$ cat src/sv/ntg_pkg.sv
// ============================================================================
// ntg_pkg
// Shared types and constants of the square-wave note tone generator.
// ============================================================================
package ntg_pkg;

    // payload widths
    localparam int FREQ_W    = 15;
    localparam int VALUE_W   = 8;
    localparam int CFG_W     = 22;
    localparam int DIVISOR_W = 20;
    localparam int TOGGLE_W  = 17;
    localparam int HALF_W    = 19;
    localparam int ADDR_W    = 3;
    localparam int DATA_W    = 32;

    // constants of the timing math
    localparam logic [DIVISOR_W-1:0] US_PER_S   = 20'd1000000;
    localparam logic [TOGGLE_W-1:0]  TOGGLE_MAX = 17'd131071;
    localparam logic [CFG_W-1:0]     WHOLE_RST  = 22'd1200000;
    localparam logic [CFG_W-1:0]     BREAK_RST  = 22'd1000000;

    // register indexes (paddr[2])
    localparam logic REG_WHOLE_IDX = 1'b0;
    localparam logic REG_BREAK_IDX = 1'b1;

    // input item codes
    localparam logic OP_TICK  = 1'b0;
    localparam logic OP_START = 1'b1;

    // note phase
    typedef enum logic [1:0] {
        PH_IDLE,
        PH_TONE,
        PH_REST,
        PH_PAUSE
    } phase_t;

    // divide sequencer state
    typedef enum logic [2:0] {
        SQ_IDLE,
        SQ_DUR,
        SQ_PAUSE,
        SQ_PERIOD,
        SQ_TOGGLES
    } seq_state_t;

endpackage

$ cat src/sv/ntg_if.sv
// ============================================================================
// ntg_if
// Valid/ready channels for note items and result items.
// ============================================================================
interface ntg_in_if;
    import ntg_pkg::*;

    logic               valid;
    logic               ready;
    logic               op;
    logic [FREQ_W-1:0]  frequency_hz;
    logic [VALUE_W-1:0] note_value;

    modport source (output valid, op, frequency_hz, note_value, input ready);
    modport sink   (input valid, op, frequency_hz, note_value, output ready);
endinterface

interface ntg_out_if;
    logic valid;
    logic ready;
    logic speaker_level;
    logic busy_res;
    logic note_done;
    logic rejected;

    modport source (output valid, speaker_level, busy_res, note_done, rejected,
                    input ready);
    modport sink   (input valid, speaker_level, busy_res, note_done, rejected,
                    output ready);
endinterface

$ cat src/sv/ntg_apb.sv
// ============================================================================
// ntg_apb
// APB-style register port holding the whole-note and pause base times.
// ============================================================================
module ntg_apb #(
    parameter int CW = 22
) (
    input  logic                       clk,
    input  logic                       rst_n,
    input  logic                       psel,
    input  logic                       penable,
    input  logic                       pwrite,
    input  logic [ntg_pkg::ADDR_W-1:0] paddr,
    input  logic [ntg_pkg::DATA_W-1:0] pwdata,
    output logic [ntg_pkg::DATA_W-1:0] prdata,
    output logic                       pready,
    output logic [CW-1:0]              whole_note_us,
    output logic [CW-1:0]              break_base_us
);
    import ntg_pkg::*;

    logic [CW-1:0] whole_reg;
    logic [CW-1:0] break_reg;
    logic          wr_en;
    logic          idx;

    assign pready = 1'b1;
    assign idx    = paddr[2];
    assign wr_en  = psel && penable && pwrite && pready;

    // register writes
    always_ff @(posedge clk or negedge rst_n)
    begin
        if (!rst_n)
        begin
            whole_reg <= WHOLE_RST[CW-1:0];
            break_reg <= BREAK_RST[CW-1:0];
        end
        else if (wr_en)
        begin
            if (idx == REG_WHOLE_IDX)
            begin
                whole_reg <= pwdata[CW-1:0];
            end
            else
            begin
                break_reg <= pwdata[CW-1:0];
            end
        end
    end

    // read mux
    always_comb
    begin
        if (idx == REG_BREAK_IDX)
        begin
            prdata = DATA_W'(break_reg);
        end
        else
        begin
            prdata = DATA_W'(whole_reg);
        end
    end

    assign whole_note_us = whole_reg;
    assign break_base_us = break_reg;

endmodule

$ cat src/sv/ntg_div.sv
// ============================================================================
// ntg_div
// Shared restoring divider, one quotient bit per cycle.
// ============================================================================
module ntg_div #(
    parameter int DIV_W = 22,
    parameter int VW    = 20
) (
    input  logic             clk,
    input  logic             rst_n,
    input  logic             start,
    input  logic [DIV_W-1:0] dividend,
    input  logic [VW-1:0]    divisor,
    output logic             done,
    output logic [DIV_W-1:0] quotient
);
    localparam int CNT_BITS = $clog2(DIV_W + 1);

    logic [VW-1:0]       rem_reg, rem_next;
    logic [DIV_W-1:0]    q_reg, q_next;
    logic [VW-1:0]       dsr_reg, dsr_next;
    logic [CNT_BITS-1:0] cnt_reg, cnt_next;
    logic                done_reg, done_next;
    logic [VW:0]         shifted;
    logic [VW:0]         diff;
    logic                ge;

    // one trial subtraction
    assign shifted = {rem_reg, q_reg[DIV_W-1]};
    assign ge      = (shifted >= {1'b0, dsr_reg});
    assign diff    = shifted - {1'b0, dsr_reg};

    always_comb
    begin
        rem_next  = rem_reg;
        q_next    = q_reg;
        dsr_next  = dsr_reg;
        cnt_next  = cnt_reg;
        done_next = 1'b0;
        if (start)
        begin
            rem_next = '0;
            q_next   = dividend;
            dsr_next = divisor;
            cnt_next = CNT_BITS'(DIV_W);
        end
        else if (cnt_reg != '0)
        begin
            rem_next  = ge ? diff[VW-1:0] : shifted[VW-1:0];
            q_next    = {q_reg[DIV_W-2:0], ge};
            cnt_next  = cnt_reg - 1'b1;
            done_next = (cnt_reg == CNT_BITS'(1));
        end
    end

    always_ff @(posedge clk or negedge rst_n)
    begin
        if (!rst_n)
        begin
            cnt_reg  <= '0;
            done_reg <= 1'b0;
        end
        else
        begin
            cnt_reg  <= cnt_next;
            done_reg <= done_next;
        end
    end

    // datapath
    always_ff @(posedge clk)
    begin
        rem_reg <= rem_next;
        q_reg   <= q_next;
        dsr_reg <= dsr_next;
    end

    assign done     = done_reg;
    assign quotient = q_reg;

endmodule

$ cat src/sv/ntg_seq.sv
// ============================================================================
// ntg_seq
// Note sequencer: tick timing of tone, rest and pause, and the divide
// sequence that sets up a note on start.
// ============================================================================
module ntg_seq #(
    parameter int TIME_BITS = 22,
    parameter int CW        = 22,
    parameter int DIV_W     = 22,
    parameter int CNT_W     = 22
) (
    input  logic                          clk,
    input  logic                          rst_n,
    ntg_in_if.sink                        note_in,
    ntg_out_if.source                     note_out,
    input  logic [CW-1:0]                 whole_note_us,
    input  logic [CW-1:0]                 break_base_us,
    output logic                          div_start,
    output logic [DIV_W-1:0]              div_dividend,
    output logic [ntg_pkg::DIVISOR_W-1:0] div_divisor,
    input  logic                          div_done,
    input  logic [DIV_W-1:0]              div_quotient
);
    import ntg_pkg::*;

    seq_state_t          state_reg, state_next;
    phase_t              phase_reg, phase_next;
    logic                level_reg, level_next;
    logic [TOGGLE_W-1:0] toggles_reg, toggles_next;
    logic [HALF_W-1:0]   half_reg, half_next;
    logic [CNT_W-1:0]    tick_reg, tick_next;
    logic [CW-1:0]       pause_reg, pause_next;
    logic [CW-1:0]       duration_reg, duration_next;
    logic [FREQ_W-1:0]   freq_reg, freq_next;
    logic [VALUE_W-1:0]  val_reg, val_next;
    logic                out_valid_reg, out_valid_next;
    logic                out_level_reg, out_level_next;
    logic                out_busy_reg, out_busy_next;
    logic                out_done_reg, out_done_next;
    logic                out_rej_reg, out_rej_next;

    logic                in_fire;
    logic                start_rej;
    logic                tk_entered;
    phase_t              tk_phase;
    logic                tk_level;
    logic [TOGGLE_W-1:0] tk_toggles;
    logic [CNT_W-1:0]    tk_tick;
    logic                tk_done;
    logic [HALF_W-1:0]   half_eff;
    logic [CNT_W-1:0]    tick_inc;
    logic [TIME_BITS-1:0] pause_inc;
    logic [CNT_W-1:0]    rest_dec;
    logic [TOGGLE_W-1:0] tg_sat;

    // handshake
    assign note_in.ready = (state_reg == SQ_IDLE) && (!out_valid_reg || note_out.ready);
    assign in_fire       = note_in.valid && note_in.ready;
    assign start_rej     = (note_in.note_value == '0) || (phase_reg != PH_IDLE);

    // one microsecond of note timing
    always_comb
    begin
        tk_phase   = phase_reg;
        tk_level   = level_reg;
        tk_toggles = toggles_reg;
        tk_tick    = tick_reg;
        tk_done    = 1'b0;
        tk_entered = 1'b0;
        half_eff   = (half_reg == '0) ? HALF_W'(1) : half_reg;
        tick_inc   = tick_reg + 1'b1;
        pause_inc  = tick_reg[TIME_BITS-1:0] + 1'b1;
        rest_dec   = (tick_reg != '0) ? (tick_reg - 1'b1) : tick_reg;
        case (phase_reg)
            PH_TONE:
            begin
                if (tick_reg == '0)
                begin
                    tk_level = ~level_reg;
                    if (toggles_reg != '0)
                    begin
                        tk_toggles = toggles_reg - 1'b1;
                    end
                end
                tk_tick = tick_inc;
                if (tick_inc >= CNT_W'(half_eff))
                begin
                    tk_tick = '0;
                    if (tk_toggles == '0)
                    begin
                        tk_phase   = PH_PAUSE;
                        tk_entered = 1'b1;
                    end
                end
            end
            PH_REST:
            begin
                tk_tick = rest_dec;
                if (rest_dec == '0)
                begin
                    tk_phase   = PH_PAUSE;
                    tk_entered = 1'b1;
                end
            end
            PH_PAUSE:
            begin
                tk_tick = CNT_W'(pause_inc);
                if ((CNT_W'(pause_inc) >= CNT_W'(pause_reg)) || (pause_inc == '0))
                begin
                    tk_phase = PH_IDLE;
                    tk_tick  = '0;
                    tk_done  = 1'b1;
                end
            end
            default:
            begin
                tk_phase = phase_reg;
            end
        endcase
        // empty pause ends the note on the same tick
        if (tk_entered && (pause_reg == '0))
        begin
            tk_phase = PH_IDLE;
            tk_tick  = '0;
            tk_done  = 1'b1;
        end
    end

    // sequencer next state
    always_comb
    begin
        state_next = state_reg;
        case (state_reg)
            SQ_IDLE:
            begin
                if (in_fire && (note_in.op == OP_START) && !start_rej)
                begin
                    state_next = SQ_DUR;
                end
            end
            SQ_DUR:
            begin
                if (div_done)
                begin
                    state_next = SQ_PAUSE;
                end
            end
            SQ_PAUSE:
            begin
                if (div_done)
                begin
                    state_next = (freq_reg == '0) ? SQ_IDLE : SQ_PERIOD;
                end
            end
            SQ_PERIOD:
            begin
                if (div_done)
                begin
                    state_next = SQ_TOGGLES;
                end
            end
            SQ_TOGGLES:
            begin
                if (div_done)
                begin
                    state_next = SQ_IDLE;
                end
            end
            default:
            begin
                state_next = SQ_IDLE;
            end
        endcase
    end

    // divider operands per step
    always_comb
    begin
        div_start    = 1'b0;
        div_dividend = DIV_W'(whole_note_us);
        div_divisor  = DIVISOR_W'(val_reg);
        case (state_reg)
            SQ_IDLE:
            begin
                div_start    = in_fire && (note_in.op == OP_START) && !start_rej;
                div_dividend = DIV_W'(whole_note_us);
                div_divisor  = DIVISOR_W'(note_in.note_value);
            end
            SQ_DUR:
            begin
                div_start    = div_done;
                div_dividend = DIV_W'(break_base_us);
                div_divisor  = DIVISOR_W'(val_reg);
            end
            SQ_PAUSE:
            begin
                div_start    = div_done && (freq_reg != '0);
                div_dividend = DIV_W'(US_PER_S);
                div_divisor  = DIVISOR_W'(freq_reg);
            end
            SQ_PERIOD:
            begin
                div_start    = div_done;
                div_dividend = DIV_W'(duration_reg);
                div_divisor  = div_quotient[DIVISOR_W-1:0];
            end
            default:
            begin
                div_start = 1'b0;
            end
        endcase
    end

    // saturated toggle count
    assign tg_sat = (div_quotient > DIV_W'(TOGGLE_MAX)) ? TOGGLE_MAX
                                                       : div_quotient[TOGGLE_W-1:0];

    // note state and result beat
    always_comb
    begin
        phase_next     = phase_reg;
        level_next     = level_reg;
        toggles_next   = toggles_reg;
        half_next      = half_reg;
        tick_next      = tick_reg;
        pause_next     = pause_reg;
        duration_next  = duration_reg;
        freq_next      = freq_reg;
        val_next       = val_reg;
        out_valid_next = out_valid_reg && !note_out.ready;
        out_level_next = out_level_reg;
        out_busy_next  = out_busy_reg;
        out_done_next  = out_done_reg;
        out_rej_next   = out_rej_reg;

        if (in_fire)
        begin
            if (note_in.op == OP_TICK)
            begin
                phase_next     = tk_phase;
                level_next     = tk_level;
                toggles_next   = tk_toggles;
                tick_next      = tk_tick;
                out_valid_next = 1'b1;
                out_level_next = tk_level;
                out_busy_next  = (tk_phase != PH_IDLE);
                out_done_next  = tk_done;
                out_rej_next   = 1'b0;
            end
            else if (start_rej)
            begin
                out_valid_next = 1'b1;
                out_level_next = level_reg;
                out_busy_next  = (phase_reg != PH_IDLE);
                out_done_next  = 1'b0;
                out_rej_next   = 1'b1;
            end
            else
            begin
                freq_next = note_in.frequency_hz;
                val_next  = note_in.note_value;
            end
        end

        if (div_done)
        begin
            case (state_reg)
                SQ_DUR:
                begin
                    duration_next = div_quotient[CW-1:0];
                end
                SQ_PAUSE:
                begin
                    pause_next = div_quotient[CW-1:0];
                    if (freq_reg == '0)
                    begin
                        toggles_next = '0;
                        half_next    = '0;
                        if (duration_reg != '0)
                        begin
                            phase_next = PH_REST;
                            tick_next  = CNT_W'(duration_reg);
                        end
                        else
                        begin
                            phase_next = PH_PAUSE;
                            tick_next  = '0;
                        end
                        out_valid_next = 1'b1;
                        out_level_next = level_reg;
                        out_busy_next  = 1'b1;
                        out_done_next  = 1'b0;
                        out_rej_next   = 1'b0;
                    end
                end
                SQ_PERIOD:
                begin
                    half_next = div_quotient[HALF_W:1];
                end
                SQ_TOGGLES:
                begin
                    toggles_next   = tg_sat;
                    tick_next      = '0;
                    phase_next     = (tg_sat != '0) ? PH_TONE : PH_PAUSE;
                    out_valid_next = 1'b1;
                    out_level_next = level_reg;
                    out_busy_next  = 1'b1;
                    out_done_next  = 1'b0;
                    out_rej_next   = 1'b0;
                end
                default:
                begin
                    duration_next = duration_reg;
                end
            endcase
        end
    end

    // control and note state
    always_ff @(posedge clk or negedge rst_n)
    begin
        if (!rst_n)
        begin
            state_reg     <= SQ_IDLE;
            phase_reg     <= PH_IDLE;
            level_reg     <= 1'b0;
            toggles_reg   <= '0;
            half_reg      <= '0;
            tick_reg      <= '0;
            pause_reg     <= '0;
            out_valid_reg <= 1'b0;
        end
        else
        begin
            state_reg     <= state_next;
            phase_reg     <= phase_next;
            level_reg     <= level_next;
            toggles_reg   <= toggles_next;
            half_reg      <= half_next;
            tick_reg      <= tick_next;
            pause_reg     <= pause_next;
            out_valid_reg <= out_valid_next;
        end
    end

    // payload
    always_ff @(posedge clk)
    begin
        duration_reg  <= duration_next;
        freq_reg      <= freq_next;
        val_reg       <= val_next;
        out_level_reg <= out_level_next;
        out_busy_reg  <= out_busy_next;
        out_done_reg  <= out_done_next;
        out_rej_reg   <= out_rej_next;
    end

    assign note_out.valid         = out_valid_reg;
    assign note_out.speaker_level = out_level_reg;
    assign note_out.busy_res      = out_busy_reg;
    assign note_out.note_done     = out_done_reg;
    assign note_out.rejected      = out_rej_reg;

endmodule

$ cat src/sv/note_tone_generator_top.sv
// ============================================================================
// note_tone_generator_top
// Square-wave note tone generator driven by one-microsecond tick beats.
// ============================================================================
// Usage:
//   note_in carries one beat per tick (op = tick) or per note start
//   (op = start, with frequency_hz and note_value). Every accepted beat
//   gives exactly one result beat on note_out: speaker level, busy,
//   note_done on the tick that ends the pause, rejected for a refused start.
//   A tick or a refused start needs no division; its result is registered and
//   shows the cycle after acceptance, and the next beat can be taken then.
//   An accepted start runs four divisions on one shared restoring divider
//   (duration, pause, period, toggle count), where DIV_W =
//   max(min(TIME_BITS, 22), 20) sets the divider width; a start with a
//   rest frequency stops after two, and note_in.ready stays low meanwhile.
//   If note_out stalls, the result stays registered and note_in.ready drops
//   until the result beat is taken.
//   Reset clears the note to idle with the speaker low and loads the base
//   times; the user must write both via the APB port while idle (unenforced).
// ============================================================================
module note_tone_generator_top #(
    parameter int TIME_BITS = 22
) (
    input  logic                       clk,
    input  logic                       rst_n,
    ntg_in_if.sink                     note_in,
    ntg_out_if.source                  note_out,
    input  logic                       psel,
    input  logic                       penable,
    input  logic                       pwrite,
    input  logic [ntg_pkg::ADDR_W-1:0] paddr,
    input  logic [ntg_pkg::DATA_W-1:0] pwdata,
    output logic [ntg_pkg::DATA_W-1:0] prdata,
    output logic                       pready
);
    import ntg_pkg::*;

    localparam int CW    = (TIME_BITS < CFG_W) ? TIME_BITS : CFG_W;
    localparam int DIV_W = (CW > DIVISOR_W) ? CW : DIVISOR_W;
    localparam int CNT_W = (TIME_BITS > DIVISOR_W) ? TIME_BITS : DIVISOR_W;

    logic [CW-1:0]        whole_note_us;
    logic [CW-1:0]        break_base_us;
    logic                 div_start;
    logic [DIV_W-1:0]     div_dividend;
    logic [DIVISOR_W-1:0] div_divisor;
    logic                 div_done;
    logic [DIV_W-1:0]     div_quotient;

    // configuration registers
    ntg_apb #(
        .CW (CW)
    ) u_apb (
        .clk           (clk),
        .rst_n         (rst_n),
        .psel          (psel),
        .penable       (penable),
        .pwrite        (pwrite),
        .paddr         (paddr),
        .pwdata        (pwdata),
        .prdata        (prdata),
        .pready        (pready),
        .whole_note_us (whole_note_us),
        .break_base_us (break_base_us)
    );

    // shared divider
    ntg_div #(
        .DIV_W (DIV_W),
        .VW    (DIVISOR_W)
    ) u_div (
        .clk      (clk),
        .rst_n    (rst_n),
        .start    (div_start),
        .dividend (div_dividend),
        .divisor  (div_divisor),
        .done     (div_done),
        .quotient (div_quotient)
    );

    // sequencer and note timing
    ntg_seq #(
        .TIME_BITS (TIME_BITS),
        .CW        (CW),
        .DIV_W     (DIV_W),
        .CNT_W     (CNT_W)
    ) u_seq (
        .clk           (clk),
        .rst_n         (rst_n),
        .note_in       (note_in),
        .note_out      (note_out),
        .whole_note_us (whole_note_us),
        .break_base_us (break_base_us),
        .div_start     (div_start),
        .div_dividend  (div_dividend),
        .div_divisor   (div_divisor),
        .div_done      (div_done),
        .div_quotient  (div_quotient)
    );

endmodule

$ cat src/flat_wrapper.sv
// flat-port wrapper written by rule: the top's interface ports become plain ports
module note_tone_generator_top_flat import ntg_pkg::*;
#(
    parameter int TIME_BITS = 22
)
  (clk, rst_n, psel, penable, pwrite, paddr, pwdata, prdata, pready, note_in_valid, note_in_op, note_in_frequency_hz, note_in_note_value, note_in_ready, note_out_valid, note_out_speaker_level, note_out_busy_res, note_out_note_done, note_out_rejected, note_out_ready);
  ntg_in_if note_in_i ();
  ntg_out_if note_out_i ();
  input  logic clk;
  input  logic rst_n;
  input  logic psel;
  input  logic penable;
  input  logic pwrite;
  input  logic [ntg_pkg::ADDR_W-1:0] paddr;
  input  logic [ntg_pkg::DATA_W-1:0] pwdata;
  output logic [ntg_pkg::DATA_W-1:0] prdata;
  output logic pready;
  input wire logic [$bits(note_in_i.valid)-1:0] note_in_valid;
  input wire logic [$bits(note_in_i.op)-1:0] note_in_op;
  input wire logic [$bits(note_in_i.frequency_hz)-1:0] note_in_frequency_hz;
  input wire logic [$bits(note_in_i.note_value)-1:0] note_in_note_value;
  output wire logic [$bits(note_in_i.ready)-1:0] note_in_ready;
  output wire logic [$bits(note_out_i.valid)-1:0] note_out_valid;
  output wire logic [$bits(note_out_i.speaker_level)-1:0] note_out_speaker_level;
  output wire logic [$bits(note_out_i.busy_res)-1:0] note_out_busy_res;
  output wire logic [$bits(note_out_i.note_done)-1:0] note_out_note_done;
  output wire logic [$bits(note_out_i.rejected)-1:0] note_out_rejected;
  input wire logic [$bits(note_out_i.ready)-1:0] note_out_ready;
  assign note_in_i.valid = note_in_valid;
  assign note_in_i.op = note_in_op;
  assign note_in_i.frequency_hz = note_in_frequency_hz;
  assign note_in_i.note_value = note_in_note_value;
  assign note_in_ready = note_in_i.ready;
  assign note_out_valid = note_out_i.valid;
  assign note_out_speaker_level = note_out_i.speaker_level;
  assign note_out_busy_res = note_out_i.busy_res;
  assign note_out_note_done = note_out_i.note_done;
  assign note_out_rejected = note_out_i.rejected;
  assign note_out_i.ready = note_out_ready;
  note_tone_generator_top #(.TIME_BITS(TIME_BITS)) u_core (.clk(clk), .rst_n(rst_n), .note_in(note_in_i), .note_out(note_out_i), .psel(psel), .penable(penable), .pwrite(pwrite), .paddr(paddr), .pwdata(pwdata), .prdata(prdata), .pready(pready));
endmodule
$ cat config.mk
export PLATFORM = sky130hd
export DESIGN_NAME = note_tone_generator_top_flat
export DESIGN_NICKNAME = d
export VERILOG_FILES = /design/src/sv/ntg_pkg.sv /design/src/sv/ntg_if.sv /design/src/sv/ntg_apb.sv /design/src/sv/ntg_div.sv /design/src/sv/ntg_seq.sv /design/src/sv/note_tone_generator_top.sv /design/src/flat_wrapper.sv
export SDC_FILE = /design/constraint.sdc
export NUM_CORES = 1
export LEC_CHECK = 0
export ABC_CLOCK_PERIOD_IN_PS = 4900
export BUFFER_PORTS_ARGS = -buffer_cell sky130_fd_sc_hd__buf_4
export CAP_MARGIN = 20
export CORE_UTILIZATION = 35
export CTS_CLUSTER_DIAMETER = 120
export CTS_CLUSTER_SIZE = 24
export DETAILED_ROUTE_END_ITERATION = 8
export PLACE_DENSITY_LB_ADDON = 0.12
export REMOVE_ABC_BUFFERS = 1
export SYNTH_ARGS = -nofsm -noshare
export SYNTH_HDL_FRONTEND = slang
export SYNTH_SLANG_ARGS = --single-unit
export TNS_END_PERCENT = 10
$ cat constraint.sdc
create_clock -name clk -period 4.9 [get_ports clk]
set_input_delay 0 -clock clk [delete_from_list [all_inputs] [get_ports clk]]
set_output_delay 0 -clock clk [all_outputs]
set_load 0.02 [all_outputs]
==> impl_results.md <==
- Drt first-iter violations: 1405
- Sink Count: around 250
- Yosys reg bits: 248
- Area grow syn2layout: 14.9%
- CTS tree: done
- CTS H-tree depth: 1
- Fill cells: 4415
- Ys async rst share: 0.552
- Fin worst setup slack: 0.315 ns
- Layout cells sized above 1: 0.152
- DP HPWL: 39800 µm
- Die area: approximately 45000 µm²
- Slew @ Worst Pin: around 1.0 ns
- Die H: around 210 µm
- Sum of negative setup slack: 0 ns
- Clock Skews: 0.0181 ns
- Pwr per Cell Area: 594 nW/µm²
- Synth Cell Area: between 15000 and 20000 µm²
- Mapped Avg Cell Area: 9.14 µm²
- Clock Power Share: 0.124
- Fin crit share: 0.936
- Normalized max-slew margin: 0.302
- Final nets: 1951
- Port Buffer Count: 81
- Min cycle time layout: approximately 4.6 ns
- CTS Buf Count: 14
- # Post-CTS Setup Buffers: 0
- Switch share: 0.468
- DRC: 0
- Fmax: 218 MHz
- Sw power: roughly 0.0050 W
- Peak VDD IR: 235 µV
- Final Hold Fails: 0
- Routed Antenna Nets: 0
- Int Pwr: between 0.005 and 0.006 W
- Row count: 76
- Combinational group share of total power: 0.535
- CP Capture Type: flip-flop
- Placer congestion estimate: 0.922
- Global-route wire length before repair: around 84000 µm
- Core area: 43600 µm²
- Finished Core Util: 0.412
- Largest net degree at the start of global routing: 90
- # IOs: 105
- Worst Setup Start Kind: flip-flop
- Most common cell after layout, fill and taps aside: nand2_1
- CTS root buf: clkbuf_16
- Sequential fraction of the synthesis area: 0.419
- Most frequent cells in the layout: nand2_1, o21ai_0, buf_4
- Ys flop type: dfrtp_1
- DR WL/cell: ~23 µm
- Clock transition at path regs: 0.10 ns
- Gr ovfl total: 0
- Antenna cells: 0
- Synth warnings: 0
- CP max FO: 11
- Worst R2R Path Depth: 17
- CP required: 5.29 ns
- Unrepaired setup endpoints after global routing: false
- Yosys cell types: 90
- Pre-CTS WS: 0.0798 ns
- Routed vias/inst: 5.76
- WS Path Type: reg -> reg
- Min-Delay Path Class: in -> reg
- Status: finished, final reports clean
- Final Max Tran Viols: 0
- DRT Wirelength: 55000 µm
- Post-synth EDFFs: 87
- GRT Overall Usage: 0.245
- Die Wd: 213 µm
- Final setup fails: 0
- Post-Layout Cell Count: between 2000 and 2500
- Power share of the sequential group: 0.341
- Crit path arrival time: 4.97 ns
- Pre-antenna DRT Iters: 6
- Initial Util: 0.358
- Clk_lat worst skew: 0.51 ns
- Vias in the first global route: 13400
- Vias: 13900
- # placed instances: between 2000 and 2500
- Initial antenna violation count: 1
- WHS Path Cells: 4
- Final Total Pwr: about 0.011 W
- Maxcap violations: 0
- Lkg Pwr: 7.17 nW
- Syn Inst Count: 1706
- Max clock buf depth: 3
layout make-up:
cell class	instances	area [µm²]	share of cell area
multi-input cells	1245	8250	0.460
repair buffers	189	1550	0.0867
clock inverters	2	17.5	0.000977
flip-flops and latches	248	6540	0.365
clock buffers	22	402	0.0224
well taps	585	732	0.0408
inverters	113	424	0.0237
layer usage:
metal | track usage | vias up | part of all wire
li1 | - | 6446 | -
met1 | 0.344 | 6821 | 0.45
met2 | 0.397 | 511 | 0.46
met3 | 0.0310 | 75 | 0.061
met4 | 0.0620 | 0 | 0.025
met5 | 0 | - | 0
per-stage QoR:
stage / instance area (µm²) / hold WS [ns]
after floorplan: 15200 / -0.296
after global placement: 17000 / 0.137
after detailed placement: 17000 / 0.145
after CTS: 17900 / 0.0336
after global routing: 17900 / 0.0971
final: 17900 / 0.0690
repair_timing:
item,CTS,global route
setup endpoints to repair,0,18
resized for setup,0,7
hold buffers,48,0
hold endpoints to repair,145,0
path summary, 6_finish.rpt:
check	from	endpoint	slack, ns
worst max-delay path	u_core.u_seq.tick_reg[0]$_DFF_PN0_	u_core.u_seq.tick_reg[18]$_DFF_PN0_	0.32
worst min-delay path	note_in_valid	u_core.u_seq.note_out.busy_res$_DFF_P_	0.07
worst max register to register	u_core.u_seq.tick_reg[0]$_DFF_PN0_	u_core.u_seq.tick_reg[18]$_DFF_PN0_	0.32
worst min register to register	u_core.u_seq.note_out.rejected$_DFF_P_	u_core.u_seq.note_out.rejected$_DFF_P_	0.47
max in group asynchronous	rst_n	u_core.u_seq.pause_reg[7]$_DFFE_PN0P_	3.44
min in group asynchronous	rst_n	u_core.u_div.cnt_reg[2]$_DFFE_PN0P_	0.12
worst max-delay path, cell delays in order, from the launching register on:
cell and delay, ns:
dfrtp_1 0.42, ha_1 0.24, nand3_1 0.24, buf_4 0.23
nor3_1 0.18, buf_4 0.15, xor2_1 0.38, ha_1 0.19
nand4_1 0.16, or4_1 0.56, a221oi_1 0.33, nor4_2 0.09
nand2_1 0.17, a41oi_2 0.08, nor2_2 0.55, o32ai_1 0.19
a22oi_1 0.21, o21ai_1 0.08
Yosys cell counts (11+ instances only):
cell type	count	area, µm²
a22oi_1	22	165
inv_1	109	409
o22a_1	12	105
nand2_1	156	586
o21ai_0	140	701
dfstp_2	15	394
xor2_1	20	175
nor2_1	120	450
o21a_1	11	82.6
o21ai_1	19	95.1
mux2_2	58	653
clkbuf_1	75	282
a211oi_1	11	82.6
buf_4	15	113
a21oi_1	127	636
o22ai_1	25	156
mux2i_1	22	220
nor3_1	27	135
a222oi_1	15	150
nor4_1	34	213
dfrtp_1	122	3050
a21o_1	15	113
edfxtp_1	87	2610
dfxtp_1	24	480
buf_1	11	41.3
and2_1	11	68.8
nand2b_1	22	138
ha_1	73	913
nand3_1	37	185
nand4_1	31	194
and3_1	15	93.8
xnor2_1	32	280
power groups by stage:
stage	combinational, W	sequential (W)	clock (W)
5_1_grt	0.00628	0.00369	0.00142
6_report	0.00570	0.00362	0.00132
4_1_cts	0.00563	0.00360	0.00136
3_5_place_dp	0.00557	0.00364	0
3_3_place_gp	0.00552	0.00364	0
2_1_floorplan	0.00366	0.00342	0
cell families after synthesis:
| group | after synthesis | share of synthesized area |
|---|---|---|
| DFF | 248 | 0.419 |
| AOI/OAI and AO/OA | 491 | 0.199 |
| buffers and inverters | 222 | 0.0577 |
| adders and majority gates | 74 | 0.0598 |
| muxes | 80 | 0.0560 |
| xor gates and xnor gates | 52 | 0.0292 |
| other | 2 | 0.000481 |
| and+or+nand+nor | 537 | 0.179 |
(Power assumes the default switching activity.)
